File: src/rtl/core/twcw_pkg.sv
`timescale 1ns / 1ps
// ----------------------------------------------------------------------------
// Text window character writer package
// Shared screen geometry, command and register codes, and the structures
// passed between the top level and the step logic.
// ----------------------------------------------------------------------------
package twcw_pkg;

  // Screen geometry in character cells.
  localparam int SCREEN_COLS = 80;
  localparam int SCREEN_ROWS = 25;

  // Command codes of an input item.
  localparam logic [1:0] CMD_PUT  = 2'd0;
  localparam logic [1:0] CMD_FILL = 2'd1;
  localparam logic [1:0] CMD_SET  = 2'd2;

  // Character codes with a special meaning.
  localparam logic [7:0] CH_NEWLINE = 8'd10;
  localparam logic [7:0] CH_SPACE   = 8'd32;

  // Configuration register indexes.
  localparam logic [2:0] REG_TOP_ROW  = 3'd0;
  localparam logic [2:0] REG_LEFT_COL = 3'd1;
  localparam logic [2:0] REG_WIDTH    = 3'd2;
  localparam logic [2:0] REG_HEIGHT   = 3'd3;
  localparam logic [2:0] REG_WRAP     = 3'd4;
  localparam logic [2:0] REG_ATTR     = 3'd5;

  typedef struct packed {
    logic [4:0] window_top_row;
    logic [6:0] window_left_col;
    logic [6:0] window_width;
    logic [4:0] window_height;
    logic       wrap_mode;
    logic [7:0] text_attr;
  } twcw_cfg_t;

  typedef struct packed {
    logic [6:0] new_col;
    logic [4:0] new_row;
    logic [7:0] char_code;
    logic [1:0] command;
  } twcw_item_t;

  typedef struct packed {
    logic [4:0] row;
    logic [6:0] col;
  } twcw_cursor_t;

  // Field order matches the packing of out_tdata, lowest field last here.
  typedef struct packed {
    logic [6:0]  run_length;
    logic [7:0]  cell_attr;
    logic [7:0]  cell_char;
    logic [10:0] cell_index;
  } twcw_cell_t;

endpackage

File: src/rtl/core/twcw_step.sv
`timescale 1ns / 1ps
// ----------------------------------------------------------------------------
// Text window character writer step logic
// Decodes one item against the cursor and window setup, giving the next
// cursor and at most one cell run write.
// ----------------------------------------------------------------------------
module twcw_step (
  input  twcw_pkg::twcw_item_t   item,
  input  twcw_pkg::twcw_cursor_t cursor,
  input  twcw_pkg::twcw_cfg_t    cfg,
  output twcw_pkg::twcw_cursor_t cursor_nxt,
  output logic                   cell_valid,
  output twcw_pkg::twcw_cell_t   wr_cell
);

  logic [4:0] rows;
  logic [6:0] cols;
  logic       below;
  logic [4:0] row_inc;
  logic       want_write;
  logic [4:0] sel_row;
  logic [6:0] sel_col;
  logic [6:0] sel_len;
  logic [7:0] sel_char;
  logic [5:0] srow;
  logic [7:0] scol;
  logic [7:0] room;
  logic       on_screen;

  // Interior size; a window narrower than its borders has no interior.
  assign rows    = (cfg.window_height >= 5'd2) ? cfg.window_height - 5'd2 : 5'd0;
  assign cols    = (cfg.window_width >= 7'd2) ? cfg.window_width - 7'd2 : 7'd0;
  assign below   = (cursor.row >= rows);
  assign row_inc = cursor.row + 5'd1;

  always_comb begin
    cursor_nxt = cursor;
    want_write = 1'b0;
    sel_row    = cursor.row;
    sel_col    = cursor.col;
    sel_len    = 7'd1;
    sel_char   = item.char_code;
    case (item.command)
      twcw_pkg::CMD_PUT: begin
        if (!below) begin
          if (item.char_code == twcw_pkg::CH_NEWLINE) begin
            cursor_nxt.row = row_inc;
            cursor_nxt.col = 7'd0;
          end else if (cursor.col < cols) begin
            want_write     = 1'b1;
            cursor_nxt.col = cursor.col + 7'd1;
          end else if (cfg.wrap_mode) begin
            // Wrap to the next row, but only write if it is still inside.
            cursor_nxt.row = row_inc;
            cursor_nxt.col = 7'd1;
            sel_row        = row_inc;
            sel_col        = 7'd0;
            want_write     = (row_inc < rows);
          end
        end
      end
      twcw_pkg::CMD_FILL: begin
        if (!below && (cursor.col < cols)) begin
          want_write     = 1'b1;
          sel_len        = cols - cursor.col;
          sel_char       = twcw_pkg::CH_SPACE;
          cursor_nxt.col = cols;
        end
      end
      twcw_pkg::CMD_SET: begin
        cursor_nxt.row = item.new_row;
        cursor_nxt.col = item.new_col;
      end
      default: begin
      end
    endcase
  end

  // Screen position of the first cell, past the top and left borders.
  assign srow = 6'(cfg.window_top_row) + 6'(sel_row) + 6'd1;
  assign scol = 8'(cfg.window_left_col) + 8'(sel_col) + 8'd1;
  assign on_screen = (srow < 6'(twcw_pkg::SCREEN_ROWS)) &&
                     (scol < 8'(twcw_pkg::SCREEN_COLS));
  assign room = 8'(twcw_pkg::SCREEN_COLS) - scol;

  assign cell_valid         = want_write && on_screen;
  assign wr_cell.cell_index = 11'(srow) * 11'(twcw_pkg::SCREEN_COLS) + 11'(scol);
  assign wr_cell.cell_char  = sel_char;
  assign wr_cell.cell_attr  = cfg.text_attr;
  // A run that crosses the right screen edge is clipped there.
  assign wr_cell.run_length = (8'(sel_len) > room) ? room[6:0] : sel_len;

endmodule

File: src/rtl/core/text_window_char_writer_top.sv
`timescale 1ns / 1ps
// ----------------------------------------------------------------------------
// Text window character writer
// Turns a stream of put, fill and set-cursor commands into cell run writes
// for a bordered window on an 80 by 25 character text screen.
// ----------------------------------------------------------------------------
// The block takes one command transfer per clock cycle while in_tready is
// high and answers each with zero or one registered cell write transfer.
// The rate is set by the cursor registers: each command reads and updates
// the cursor in the cycle it is taken, through a single pass of decode, a
// few narrow adds and a constant multiply for the cell index. A two-entry
// output buffer (result register plus skid register) lets the input keep
// flowing while the consumer stalls; in_tready drops only when both entries
// hold results. Configuration writes take effect at once and should be made
// only while no command is in flight.
module text_window_char_writer_top (
  input  logic        clk,
  input  logic        rst_n,
  // Input commands.
  input  logic        in_tvalid,
  output logic        in_tready,
  // in_tdata fields from bit 0 up: command[1:0], char_code[9:2],
  // new_row[14:10], new_col[21:15], zero fill[23:22].
  input  logic [23:0] in_tdata,
  // Cell write results.
  output logic        out_tvalid,
  input  logic        out_tready,
  // out_tdata fields from bit 0 up: cell_index[10:0], cell_char[18:11],
  // cell_attr[26:19], run_length[33:27], zero fill[39:34].
  output logic [39:0] out_tdata,
  // Configuration write port.
  input  logic        cfg_we,
  input  logic [2:0]  cfg_addr,
  input  logic [7:0]  cfg_wdata
);

  twcw_pkg::twcw_cfg_t    cfg_r;
  twcw_pkg::twcw_cursor_t cursor_r;
  twcw_pkg::twcw_cursor_t cursor_nxt;
  twcw_pkg::twcw_item_t   item;
  twcw_pkg::twcw_cell_t   wr_cell;
  twcw_pkg::twcw_cell_t   out_cell_r;
  twcw_pkg::twcw_cell_t   skid_cell_r;
  logic                   cell_valid;
  logic                   out_valid_r;
  logic                   skid_valid_r;
  logic                   in_xfer;
  logic                   out_xfer;
  logic                   push;

  assign item      = twcw_pkg::twcw_item_t'(in_tdata[21:0]);
  assign in_tready = !skid_valid_r;
  assign in_xfer   = in_tvalid && in_tready;
  assign out_xfer  = out_valid_r && out_tready;
  assign push      = in_xfer && cell_valid;

  twcw_step u_step (
    .item       (item),
    .cursor     (cursor_r),
    .cfg        (cfg_r),
    .cursor_nxt (cursor_nxt),
    .cell_valid (cell_valid),
    .wr_cell    (wr_cell)
  );

  // Configuration registers; indexes past the list are ignored.
  always_ff @(posedge clk) begin
    if (!rst_n) begin
      cfg_r.window_top_row  <= 5'd0;
      cfg_r.window_left_col <= 7'd0;
      cfg_r.window_width    <= 7'd80;
      cfg_r.window_height   <= 5'd25;
      cfg_r.wrap_mode       <= 1'b0;
      cfg_r.text_attr       <= 8'd7;
    end else if (cfg_we) begin
      unique case (cfg_addr)
        twcw_pkg::REG_TOP_ROW:  cfg_r.window_top_row  <= cfg_wdata[4:0];
        twcw_pkg::REG_LEFT_COL: cfg_r.window_left_col <= cfg_wdata[6:0];
        twcw_pkg::REG_WIDTH:    cfg_r.window_width    <= cfg_wdata[6:0];
        twcw_pkg::REG_HEIGHT:   cfg_r.window_height   <= cfg_wdata[4:0];
        twcw_pkg::REG_WRAP:     cfg_r.wrap_mode       <= cfg_wdata[0];
        twcw_pkg::REG_ATTR:     cfg_r.text_attr       <= cfg_wdata;
        default: begin
        end
      endcase
    end
  end

  // The cursor is updated on every command transfer.
  always_ff @(posedge clk) begin
    if (!rst_n) begin
      cursor_r <= '0;
    end else if (in_xfer) begin
      cursor_r <= cursor_nxt;
    end
  end

  // Two-entry output buffer. A new result goes to the result register when
  // it is empty or being drained, otherwise to the skid register. While the
  // skid register is full no command is taken, so there is nothing to push.
  always_ff @(posedge clk) begin
    if (!rst_n) begin
      out_valid_r  <= 1'b0;
      skid_valid_r <= 1'b0;
    end else if (skid_valid_r) begin
      if (out_xfer) begin
        skid_valid_r <= 1'b0;
      end
    end else if (push) begin
      if (out_valid_r && !out_tready) begin
        skid_valid_r <= 1'b1;
      end else begin
        out_valid_r <= 1'b1;
      end
    end else if (out_xfer) begin
      out_valid_r <= 1'b0;
    end
  end

  always_ff @(posedge clk) begin
    if (skid_valid_r) begin
      if (out_xfer) begin
        out_cell_r <= skid_cell_r;
      end
    end else if (push) begin
      if (out_valid_r && !out_tready) begin
        skid_cell_r <= wr_cell;
      end else begin
        out_cell_r <= wr_cell;
      end
    end
  end

  assign out_tvalid = out_valid_r;
  assign out_tdata  = {6'd0, out_cell_r};

  // The skid register only ever holds the younger of two results.
  assert property (@(posedge clk) disable iff (!rst_n)
    skid_valid_r |-> out_valid_r)
    else $error("skid register full while result register empty");

  // Every delivered run covers at least one cell and stays on one row.
  assert property (@(posedge clk) disable iff (!rst_n)
    out_valid_r |-> (out_cell_r.run_length != 7'd0) &&
                    (out_cell_r.run_length <= 7'(twcw_pkg::SCREEN_COLS)))
    else $error("run length out of range");

  // The cell index always lands on the screen.
  assert property (@(posedge clk) disable iff (!rst_n)
    out_valid_r |->
      (out_cell_r.cell_index < 11'(twcw_pkg::SCREEN_COLS * twcw_pkg::SCREEN_ROWS)))
    else $error("cell index past the end of the screen");

  // A set-cursor command loads the cursor as given.
  assert property (@(posedge clk) disable iff (!rst_n)
    (in_xfer && (item.command == twcw_pkg::CMD_SET)) |=>
      (cursor_r.row == $past(item.new_row)) && (cursor_r.col == $past(item.new_col)))
    else $error("cursor not loaded by set command");

  // Only put and fill commands produce a cell write.
  assert property (@(posedge clk) disable iff (!rst_n)
    push |-> ((item.command == twcw_pkg::CMD_PUT) || (item.command == twcw_pkg::CMD_FILL)))
    else $error("cell write from a command that never writes");

endmodule

File: config.mk
export PLATFORM = sky130hd
export DESIGN_NAME = text_window_char_writer_top
export DESIGN_NICKNAME = d
export VERILOG_FILES = /design/src/rtl/core/twcw_pkg.sv /design/src/rtl/core/twcw_step.sv /design/src/rtl/core/text_window_char_writer_top.sv
export SDC_FILE = /design/constraint.sdc
export NUM_CORES = 1
export LEC_CHECK = 0
export ABC_AREA = 1
export BUFFER_PORTS_ARGS = -buffer_cell sky130_fd_sc_hd__buf_4
export CORE_MARGIN = 4
export CORE_UTILIZATION = 56
export DETAILED_ROUTE_END_ITERATION = 8
export PLACE_DENSITY_LB_ADDON = 0.1
export SETUP_SLACK_MARGIN = 0.3
export SLEW_MARGIN = 20
export SYNTH_ARGS = -nofsm -noshare
export SYNTH_HDL_FRONTEND = slang
export SYNTH_SLANG_ARGS = --single-unit
File: constraint.sdc
create_clock -name clk -period 9.35 [get_ports clk]
set_input_delay 0.935 -clock clk [delete_from_list [all_inputs] [get_ports clk]]
set_output_delay 0.935 -clock clk [all_outputs]
set_load 0.01 [all_outputs]
Yosys cells after proc, flatten, opt, wreduce, memory -nomap -nowiden
Index checks and enable logic that the tools add are counted.
Widths: inputs -> output; s select.
- output and inout bits: 42
- latch bits: 0
- RAM bits: 0
- flip-flop bits (word level): 115
- memories: 0
- input port bits: 40
- memory bits (read-only): 0
- reduce and logical (&&, ||, !) cells: 27
- add/subtract/negate cells: 11
- divide/modulo/power cells: 0
- bitwise logic cells: 1
- $mul: 1
- equality and inequality tests: 16
- order comparisons: 8
- shift-type cells: 0
- multiplexer cells: 42
- operator list (cell ; count):
    $mux 34 ; 4
    $mux 7 ; 11
    $mux 12 ; 3
    $mux 5 ; 7
    $pmux 7 s3 ; 1
    $mux 8 ; 2
    $mux 1 ; 12
    $reduce_and 2->1 ; 6
    $add 11x8->11 ; 1
    $pmux 5 s2 ; 1
    $reduce_and 5->1 ; 2
    $reduce_and 3->1 ; 3
    $add 7x7->8 ; 1
    $add 8x1->8 const B ; 1
    $eq 8x4->1 const B ; 1
    $gt 7x8->1 ; 1
    $lt 8x7->1 const B ; 1
    $sub 7x8->8 const A ; 1
    $add 7x1->7 const B ; 1
    $ge 7x2->1 const B ; 1
    $logic_and 1x1->1 ; 7
    $lt 7x7->1 ; 1
    $mul 6x3->7 const B ; 1
    $sub 7x2->7 const B ; 1
    other kinds (25) ; 35

Depth between registers and ports, before layout
Gate-level depths: netlist of the first run.
- depth after elaboration: 15
- depth in mapped cells: 37
- mapped depth without buffers: 36

By module
From an unflattened synthesis of the first run, not the netlist that was laid out.
- cell total of the unflattened synthesis: 1041
- area, all modules: 7693.6 um2
- modules (own cells, without submodules) (module ; cells each ; instances ; area each (um2)):
    text_window_char_writer_top ; 449 ; 1 ; 4371.7
    twcw_step ; 592 ; 1 ; 3321.9

Worst setup path before layout of the first run
OpenSTA, ideal clock, no wires.
- path kind: register to register
- start: register cfg_r[15] (netlist name)
- end: register out_cell_r (netlist bit out_tdata[0]) (enable)
- required time: 8914 ps
- arrival: 5239 ps
- setup slack: 3675 ps
- buffers on the path: 1
- cell stages (with the launch flop): 28
- setup time: 436 ps
- period minus slack after synthesis: 5675 ps
- cell sequence: dfxtp_1 > inv_1 > ha_1 > nand3_1 > nor3_1 > nand2_1 > inv_1 > nor2_1 > ha_1 > a21oi_1 > o21ai_4 > nand3_2 > a21boi_4 > nor2_2 > buf_2 > nor2_1 > fa_1 > nand3_1 > nand2_1 > nand2_1 > nand2_1 > inv_1 > nand2_1 > nand2_1 > inv_1 > nor2_1 > nand2_1 > a21oi_1
- word-level cells in the longest chain between the ends: 15
- ends and longest elaborated chain (element ; line ; source):
    start, declared ; text_window_char_writer_top.sv:37 ; twcw_pkg::twcw_cfg_t cfg_r;
    $sub 7x2->7 or $ge 7x2->1 (tied branches) ; twcw_step.sv:32 ; assign cols = (cfg.window_width >= 7'd2) ? cfg.window_width - 7'd2 : 7'd0;
    $mux 7 * ; twcw_step.sv:32 ;
    $lt 7x7->1 * ; twcw_step.sv:49, twcw_step.sv:63 ;
    $mux 7 or $mux 5 (tied branches) ; twcw_step.sv:49 ; end else if (cursor.col < cols) begin
    $mux 7 or $mux 5 (tied branches) ; twcw_step.sv:46 ; if (item.char_code == twcw_pkg::CH_NEWLINE) begin
    $mux 7 or $mux 5 (tied branches) ; twcw_step.sv:45 ; if (!below) begin
    $mux 7 or $mux 5 (tied branches) ; twcw_step.sv:43 ; case (item.command)
    $add 7x7->8 or $add 5x5->6 (tied branches) ; twcw_step.sv:81, twcw_step.sv:80 ;
    $add 8x1->8 or $add 6x1->6 (tied branches) ; twcw_step.sv:81, twcw_step.sv:80 ;
    $lt 8x7->1 or $lt 6x5->1 (tied branches) ; twcw_step.sv:83, twcw_step.sv:82 ;
    $logic_and 1x1->1 ; twcw_step.sv:82 ; assign on_screen = (srow < 6'(twcw_pkg::SCREEN_ROWS)) &&
    $logic_and 1x1->1 * ; twcw_step.sv:86 ; assign cell_valid = want_write && on_screen;
    $logic_and 1x1->1 * ; text_window_char_writer_top.sv:55 ; assign push = in_xfer && cell_valid;
    $reduce_bool 2->1 (no source line) * ; -- ;
    $reduce_and 3->1 (no source line) * ; -- ;
    end signal, assigned ; text_window_char_writer_top.sv:123 ; out_cell_r <= skid_cell_r;
    end signal, assigned ; text_window_char_writer_top.sv:129 ; out_cell_r <= wr_cell;
    end, declared ; text_window_char_writer_top.sv:42 ; twcw_pkg::twcw_cell_t out_cell_r;
Every way passes the cells marked *; elsewhere a longest branch is shown, timed or not.
A chain may end at the register's enable or synchronous reset.

Worst setup path after layout of the first run
- start: register cfg_r[10] (netlist name)
- end: register out_cell_r (netlist bit out_tdata[32]) (data pin)
- word-level cells in the longest chain between the ends: 13
- ends and longest elaborated chain (element ; line ; source):
    $sub 5x2->5 or $ge 5x2->1 (tied branches) ; twcw_step.sv:31 ; assign rows = (cfg.window_height >= 5'd2) ? cfg.window_height - 5'd2 : 5'd0;
    $mux 5 * ; twcw_step.sv:31 ;
    $ge 5x5->1 * ; twcw_step.sv:33 ; assign below = (cursor.row >= rows);
    $mux 7 * ; twcw_step.sv:45 ;
    $mux 7 * ; twcw_step.sv:43 ;
    $add 7x7->8 * ; twcw_step.sv:81 ; assign scol = 8'(cfg.window_left_col) + 8'(sel_col) + 8'd1;
    $add 8x1->8 * ; twcw_step.sv:81 ;
    via u_step.scol[2] ; twcw_step.sv:26 ; logic [7:0] scol;
    $sub 7x8->8 * ; twcw_step.sv:84 ; assign room = 8'(twcw_pkg::SCREEN_COLS) - scol;
    $gt 7x8->1 ; twcw_step.sv:91 ; assign wr_cell.run_length = (8'(sel_len) > room) ? room[6:0] : sel_len;
    $mux 7 * ; twcw_step.sv:91 ;
    $mux 34 * ; text_window_char_writer_top.sv:126 ; if (out_valid_r && !out_tready) begin
    $mux 34 * ; text_window_char_writer_top.sv:125 ; end else if (push) begin
    $mux 34 * ; text_window_char_writer_top.sv:121 ; if (skid_valid_r) begin
Mark *: on every way through the listed nets, which the timed path passes. The rest lies on a longest branch. The select of a mux whose other input is x is not followed.

==> results.md, run 1 <==
* # rows at ~40
* Min Clock Period, post-route at between 6 and 7 ns
* WHS Path Cells at 0
* Post-DRT Antenna Nets at 0
* Post-Route Setup TNS at 0 ns
* RSZ-0062 raised after global routing: false
* Die Span X at 121 um
* Post-CTS Setup Bufs at 0
* # setup viols final at 0
* Detailed Place HPWL at 11400 um
* # diodes at 0
* CP Max Fanout at 15
* Crit-path slowest cell: fa_1
* RR Endpoint: out_tdata[32]
* Via count at 5888
* Total grt overflow at 0
* Max Slew Vio Count at 0
* Hold Path Class: reg -> reg
* Hold-fix buffers at CTS at 0
* Final GP Congestion at ~0.91
* Synthesis-stage register bit count at 115
* Yosys warns at 0
* Clk sinks at around 120
* Min Hold Slack at approximately 0.46 ns
* Pre-Repair DR Iteration Count at 5
* Slowest cell delay on critical path at 0.52 ns
* Num ports at around 80
* Fill count at about 1.1k
* Iter 0 DRT Violations at 540
* # port buffers at 73
* Clk root buf: clkbuf_16
* Critical Path Sink Type: flip-flop
* H-tree depth at 4
* Total die area at 14600 um2
* First-pass GRT wire length at 26000 um
* GRT Util Overall at 0.222
* Antenna violations before repair at 0
* Final Hold Viols at 0
* Post-Route WL at about 15000 um
* Deepest clock path buffer count at 2
* Placed Cells at ~1.1k
* Arr. time, crit path at ~6.3 ns
* Area Growth Syn to Fin at 18.5%
* Commonest cells after routing, fill and taps aside: nand2_1, inv_1, nor2_1
* Routed length per instance at 12.9 um
* Post-CTS sizing at 0
* Commonest non-fill, non-tap cell in the layout: nand2_1
* Largest net degree at the start of global routing at 45
* R2R cell count at 34
* Mapped cell area at slightly above 7000 um2
* Worst Tran Pin Value at roughly 1 ns
* Max capacitance violation total at 0
* Nets at between 1k and 1.5k
* Final period util at 0.642
* Worst Path Required at about 9.6 ns
* Cell mode on critical path: nand2_1
* Critical path type: reg -> reg
* Netlist cell types at 41
* DRC Markers at 0
* Worst Clk Skew at 0.0153 ns
* Syn Area/Cell at approximately 8 um2
* Chip height at roughly 120 um
* Vias in the first global route at approximately 5.4k
* CTS tree: yes
* Highest clock rate at ~170 MHz
* Final cell count without fillers at 1178
* Internal reg-to-reg setup slack at 3.34 ns
* Worst flop-to-flop path startpoint: cfg_r[10]
* Synth Instances at approximately 920
* CTS Buf Count at 17
* Crit start category: flip-flop
* Via/cell ratio at between 4 and 5
* Status: complete, no violations
* Layout cells sized above 1 at 0.131
* PD cells at just under 200 nW/um2
* Worst skew pair latency at 0.43 ns
* Hold EP: skid_cell_r[23]
* CORE AREA at ~13000 um2
* Max_slew headroom at 0.332
* Hold Path Origin: cfg_r[4]
* Post-synthesis sequential area ratio at 0.417
* Leakage at 4.21 nW
* Maximum VDD drop at around 0.000083 V
* Clock transition at path regs at roughly 0.060 ns
* Starting density of the core at 0.569
## state kept, by name, indices dropped and copies added, names as in the netlist
name / flops
cfg_r: 33
cursor_r: 12
out_tdata: 34
out_tvalid: 1
skid_cell_r: 34
skid_valid_r: 1
## worst max-delay path: cells and delay by family, from the launching register on
family                   cells  cell delay [ns]
adder cells (fa/ha/maj)      4             1.40
AO/OA/AOI/OAI                3             0.74
flip-flops                   1             0.32
AND/OR/NAND/NOR             23             3.16
buffers and inverters        4             0.26
## power by group
group / internal (mW) / switching [mW] / total (mW)
combinational: 0.139 / 0.226 / 0.366
sequential: 0.583 / 0.0125 / 0.595
clock: 0.475 / 0.245 / 0.720
## through the flow
stage	setup WS, ns	instance area (um2)	total power [mW]	util
2_1_floorplan	3.67	7170	0.870	-
3_3_place_gp	3.49	7820	0.961	0.622
3_5_place_dp	3.42	7820	0.968	0.622
4_1_cts	3.39	8470	1.69	0.674
5_1_grt	2.64	8470	1.77	0.674
6_report	3.34	8470	1.68	0.674
## layout make-up
type	count	area (um2)	share of cell area
clock buffer	17	425	0.0502
clock inverter	15	226	0.0267
inverter	117	442	0.0521
multi-input combinational	666	3610	0.426
sequential	115	2980	0.352
tap	172	215	0.0254
timing repair buffer	76	571	0.0673
## layer usage
layer / vias to the layer above / track usage / routed length, um
met5: - / 0 / 0
met4: 0 / 0.0637 / 206
met3: 18 / 0.0499 / 794
met2: 134 / 0.359 / 7090
met1: 2620 / 0.299 / 7160
li1: 3116 / - / -
## Yosys cell counts (all sizes together)
cell type	n	share of area
o31ai	1	0.0011
a21oi	35	0.024
nand3	61	0.044
clkinv	1	0.00052
a31oi	2	0.0017
a21o	2	0.0021
xnor2	5	0.0061
ha	57	0.10
nand4	16	0.015
a21boi	2	0.0042
fa	5	0.014
o21ai	50	0.037
dfxtp	47	0.13
nor2	108	0.058
nor3b	1	0.0011
nor3	5	0.0035
inv	116	0.061
and2	9	0.0079
buf	14	0.015
conb	1	0.00052
edfxtp	68	0.29
or2	5	0.0044
nand2	271	0.15
o211ai	4	0.0042
xor2	21	0.026
clkbuf	10	0.0052
## how the worst max path moves through the flow
| stage | startpoint | to | cells past startpoint | slack (ns) |
|---|---|---|---|---|
| final | cfg_r[10] | out_tdata[32] | 34 | 3.34 |
| after global routing | cfg_r[15] | out_tdata[32] | 34 | 2.64 |
| after CTS | cfg_r[10] | out_tdata[32] | 34 | 3.39 |
| after global placement | cfg_r[10] | out_tdata[33] | 32 | 3.49 |
| after floorplan | cfg_r[15] | out_tdata[0] | 27 | 3.67 |
| after detailed placement | cfg_r[10] | out_tdata[32] | 32 | 3.42 |
## logic make-up after synthesis
family	Yosys count	synth area share
flip-flops	115	0.417
adder cells (fa/ha/maj)	62	0.114
buffers and inverters	141	0.0820
XOR/XNOR	26	0.0318
AND/OR/NAND/NOR	476	0.280
AO/OA/AOI/OAI	96	0.0749
other	1	0.000524
No activity file was read; power rests on OpenSTA's default activity.
==> inputs of run 2 (changes only) <==
--- a/config.mk
+++ b/config.mk
@@ -5,7 +5,7 @@
 export SDC_FILE = /design/constraint.sdc
 export NUM_CORES = 1
 export LEC_CHECK = 0
-export ABC_AREA = 1
+export ABC_AREA = 0
 export BUFFER_PORTS_ARGS = -buffer_cell sky130_fd_sc_hd__buf_4
 export CORE_MARGIN = 4
 export CORE_UTILIZATION = 56
==> constraint.sdc (replaced) <==
create_clock -name clk -period 5.9 [get_ports clk]
set_input_delay 0.59 -clock clk [delete_from_list [all_inputs] [get_ports clk]]
set_output_delay 0.59 -clock clk [all_outputs]
set_load 0.01 [all_outputs]
==> results.md, run 2 <==
* Post-layout instance area at between 9000 and 10000 um2
* Synth Instances at 690
* Post-Route WL at around 21000 um
* Area Growth Syn to Fin at 40.0%
* Final Hold Viols at 0
* Critical Path Sink Type: flip-flop
* # diodes at 0
* Post-synth top area cell: edfxtp_1
* Clk root buf: clkbuf_16
* WHS Path Cells at 3
* Pre-Repair DR Iteration Count at 6
* Slowest cell delay on critical path at roughly 0.54 ns
* FF/Latch Area at about 3000 um2
* Clock transition at path regs at roughly 0.06 ns
* Hold Path Origin: cfg_wdata[7]
* Maximum VDD drop at 0.000155 V
* # port buffers at 73
* Yosys top cell area share at 0.289
* Layout cells sized above 1 at 0.379
* Commonest cells after routing, fill and taps aside: buf_4, edfxtp_1, nand2_1
* Status: finished, violations left
* # rows at 40
* Worst Path Required at ~6.1 ns
* CTS tree: yes
* Chip height at approximately 120 um
* GRT Util Overall at 0.257
* Starting density of the core at 0.581
* RR Endpoint: out_tdata[28]
* Failing checks: negative setup slack
* Post-synthesis sequential area ratio at 0.422
* Deepest clock path buffer count at 2
* Synthesis-stage register bit count at 115
* Critical path type: reg -> reg
* Total die area at approximately 14000 um2
* First-pass GRT wire length at approximately 30000 um
* Synth top cells by count: edfxtp_1, nand2_1, ha_1, nor2_1
* Detailed Place HPWL at around 13000 um
* Final period util at 1.03
* Iter 0 DRT Violations at between 500 and 600
* Crit start category: flip-flop
* Routed length per instance at about 20 um
* Final worst setup slack at -0.178 ns
* Hold EP: cfg_r[7]
* Final total power at approximately 2.5 mW
* Total grt overflow at 0
* DRC Markers at 0
* Worst Clk Skew at between 0.007 and 0.008 ns
* Largest net degree at the start of global routing at 39
* Crit-path slowest cell: or4_4
* Worst skew pair latency at approximately 0.42 ns
* Most common cell in the synthesized netlist: edfxtp_1
* Post-layout util at 0.813
* Area of the multi-input gates at roughly 4300 um2
* Placed Area at about 8400 um2
* Worst flop-to-flop path startpoint: cfg_r[17]
* Post-synth EDFFs at around 70
* Buf/Inv on CP at 2
* Post-Route Setup TNS at -0.844 ns
* Mapped cell area at ~7100 um2
* Netlist cell types at 72
* Vias in the first global route at 5886
* Hold-fix buffers at CTS at 0
* Post-DRT Antenna Nets at 0
* Via count at roughly 6.1k
* R2R cell count at 23
* Final GP Congestion at around 0.93
* Max capacitance violation total at 0
* Highest clock rate at 165 MHz
* Syn Area/Cell at 10.2 um2
* Leakage at between 4 and 5 nW
* Hold Path Class: in -> reg
* RSZ-0062 raised after global routing: true
* CTS Buf Count at 17
* Commonest non-fill, non-tap cell in the layout: buf_4
* Max Slew Vio Count at 0
* Fill count at just under 700
* Leading cell types by total area after synthesis: edfxtp_1, dfxtp_1, ha_1
* Antenna violations before repair at 0
* Nets at about 970
* Num ports at 82
* Ys flop type: edfxtp_1
* H-tree depth at 4
* Min Hold Slack at 0.424 ns
* Top delay family on crit path: simple AND/OR/NAND/NOR gates
* # setup viols final at 6
* Clk sinks at about 120
* Min Clock Period, post-route at 6.08 ns
* Max_slew headroom at 0.306
* Worst Tran Pin Value at 1.04 ns
* CP Max Fanout at 5
* FFs w/ async S/R, synth at 0
* Cells along the critical path: or3_4 > nor4b_4 > nor2_1 > ha_2 > or4_4 > o21ai_4 > o21ai_4 > nor3_4 > nand2b_4 > ha_4 > inv_2 > fa_2 > inv_2 > ha_4 > or4b_4 > nand2_4 > xnor2_4 > ha_4 > a2111oi_4 > a211oi_2 > mux2i_4 > mux2_4 > mux2_4
* Via/cell ratio at 5.82
* PD cells at around 250 nW/um2
* CORE AREA at around 12000 um2
* Die Span X at between 100 and 150 um
* Yosys warns at 0
* Arr. time, crit path at roughly 6.3 ns
* Internal reg-to-reg setup slack at -0.18 ns
* Cell mode on critical path: ha_4
==> run 2: cell families (layout without fill, tap and decap cells) <==
kind of cell,count (synthesis),in the layout,synth area share
DFF,115,115,0.422
xor gates and xnor gates,29,29,0.0370
and+or+nand+nor,222,222,0.158
other,1,6,0.000531
AOI/OAI and AO/OA,123,123,0.126
adders and majority gates,62,62,0.115
muxes,62,62,0.0962
buffers and inverters,76,260,0.0448
==> run 2: worst max path at each step <==
stage	endpoint	start	depth (start not counted)
after floorplan	out_tdata[28]	cfg_r[19]	25
final	out_tdata[28]	cfg_r[17]	23
after global placement	out_tdata[28]	cfg_r[19]	23
after CTS	out_tdata[28]	cfg_r[17]	25
after detailed placement	out_tdata[28]	cfg_r[19]	23
after global routing	out_tdata[27]	cfg_r[17]	25
==> run 2: final cells by class <==
| cell class | instances | area share |
|---|---|---|
| inverter | 49 | 0.0186 |
| clock inverter | 10 | 0.0159 |
| sequential | 115 | 0.302 |
| tap | 168 | 0.0213 |
| timing repair buffer | 179 | 0.156 |
| clock buffer | 22 | 0.0469 |
| multi-input combinational | 504 | 0.440 |
==> run 2: report_power, final <==
group / switching (mW) / internal [mW]
clock: 0.368 / 0.726
sequential: 0.0129 / 0.882
combinational: 0.264 / 0.260
total: 0.645 / 1.87
==> run 2: per-layer routing <==
layer	wire length (um)	vias to the layer above	global-route usage	part of all wire
li1	-	2840	-	-
met1	8370	2957	0.315	0.40
met2	10800	251	0.438	0.52
met3	1230	48	0.0496	0.059
met4	472	0	0.118	0.023
met5	0	-	0	0
==> run 2: timing repair <==
item | in CTS | in global routing
buffers inserted | 10 | 17
setup endpoints to repair | 90 | 89
gates resized for setup | 40 | 48
pin swaps | 15 | 27
cloned | 0 | 10
==> run 2: tightest hold or removal path, delay by kind of cell <==
kind / cells / cell delay, ns
buffers and inverters: 1 / 0.11
and+or+nand+nor: 1 / 0.04
AOI/OAI and AO/OA: 1 / 0.06
==> run 2: through the flow <==
stage,instances,setup WS (ns)
finish,1047,-0.178
global route,1047,-0.364
CTS,1020,-0.0832
detailed placement,978,-0.326
global placement,978,-0.226
floorplan,695,-0.421
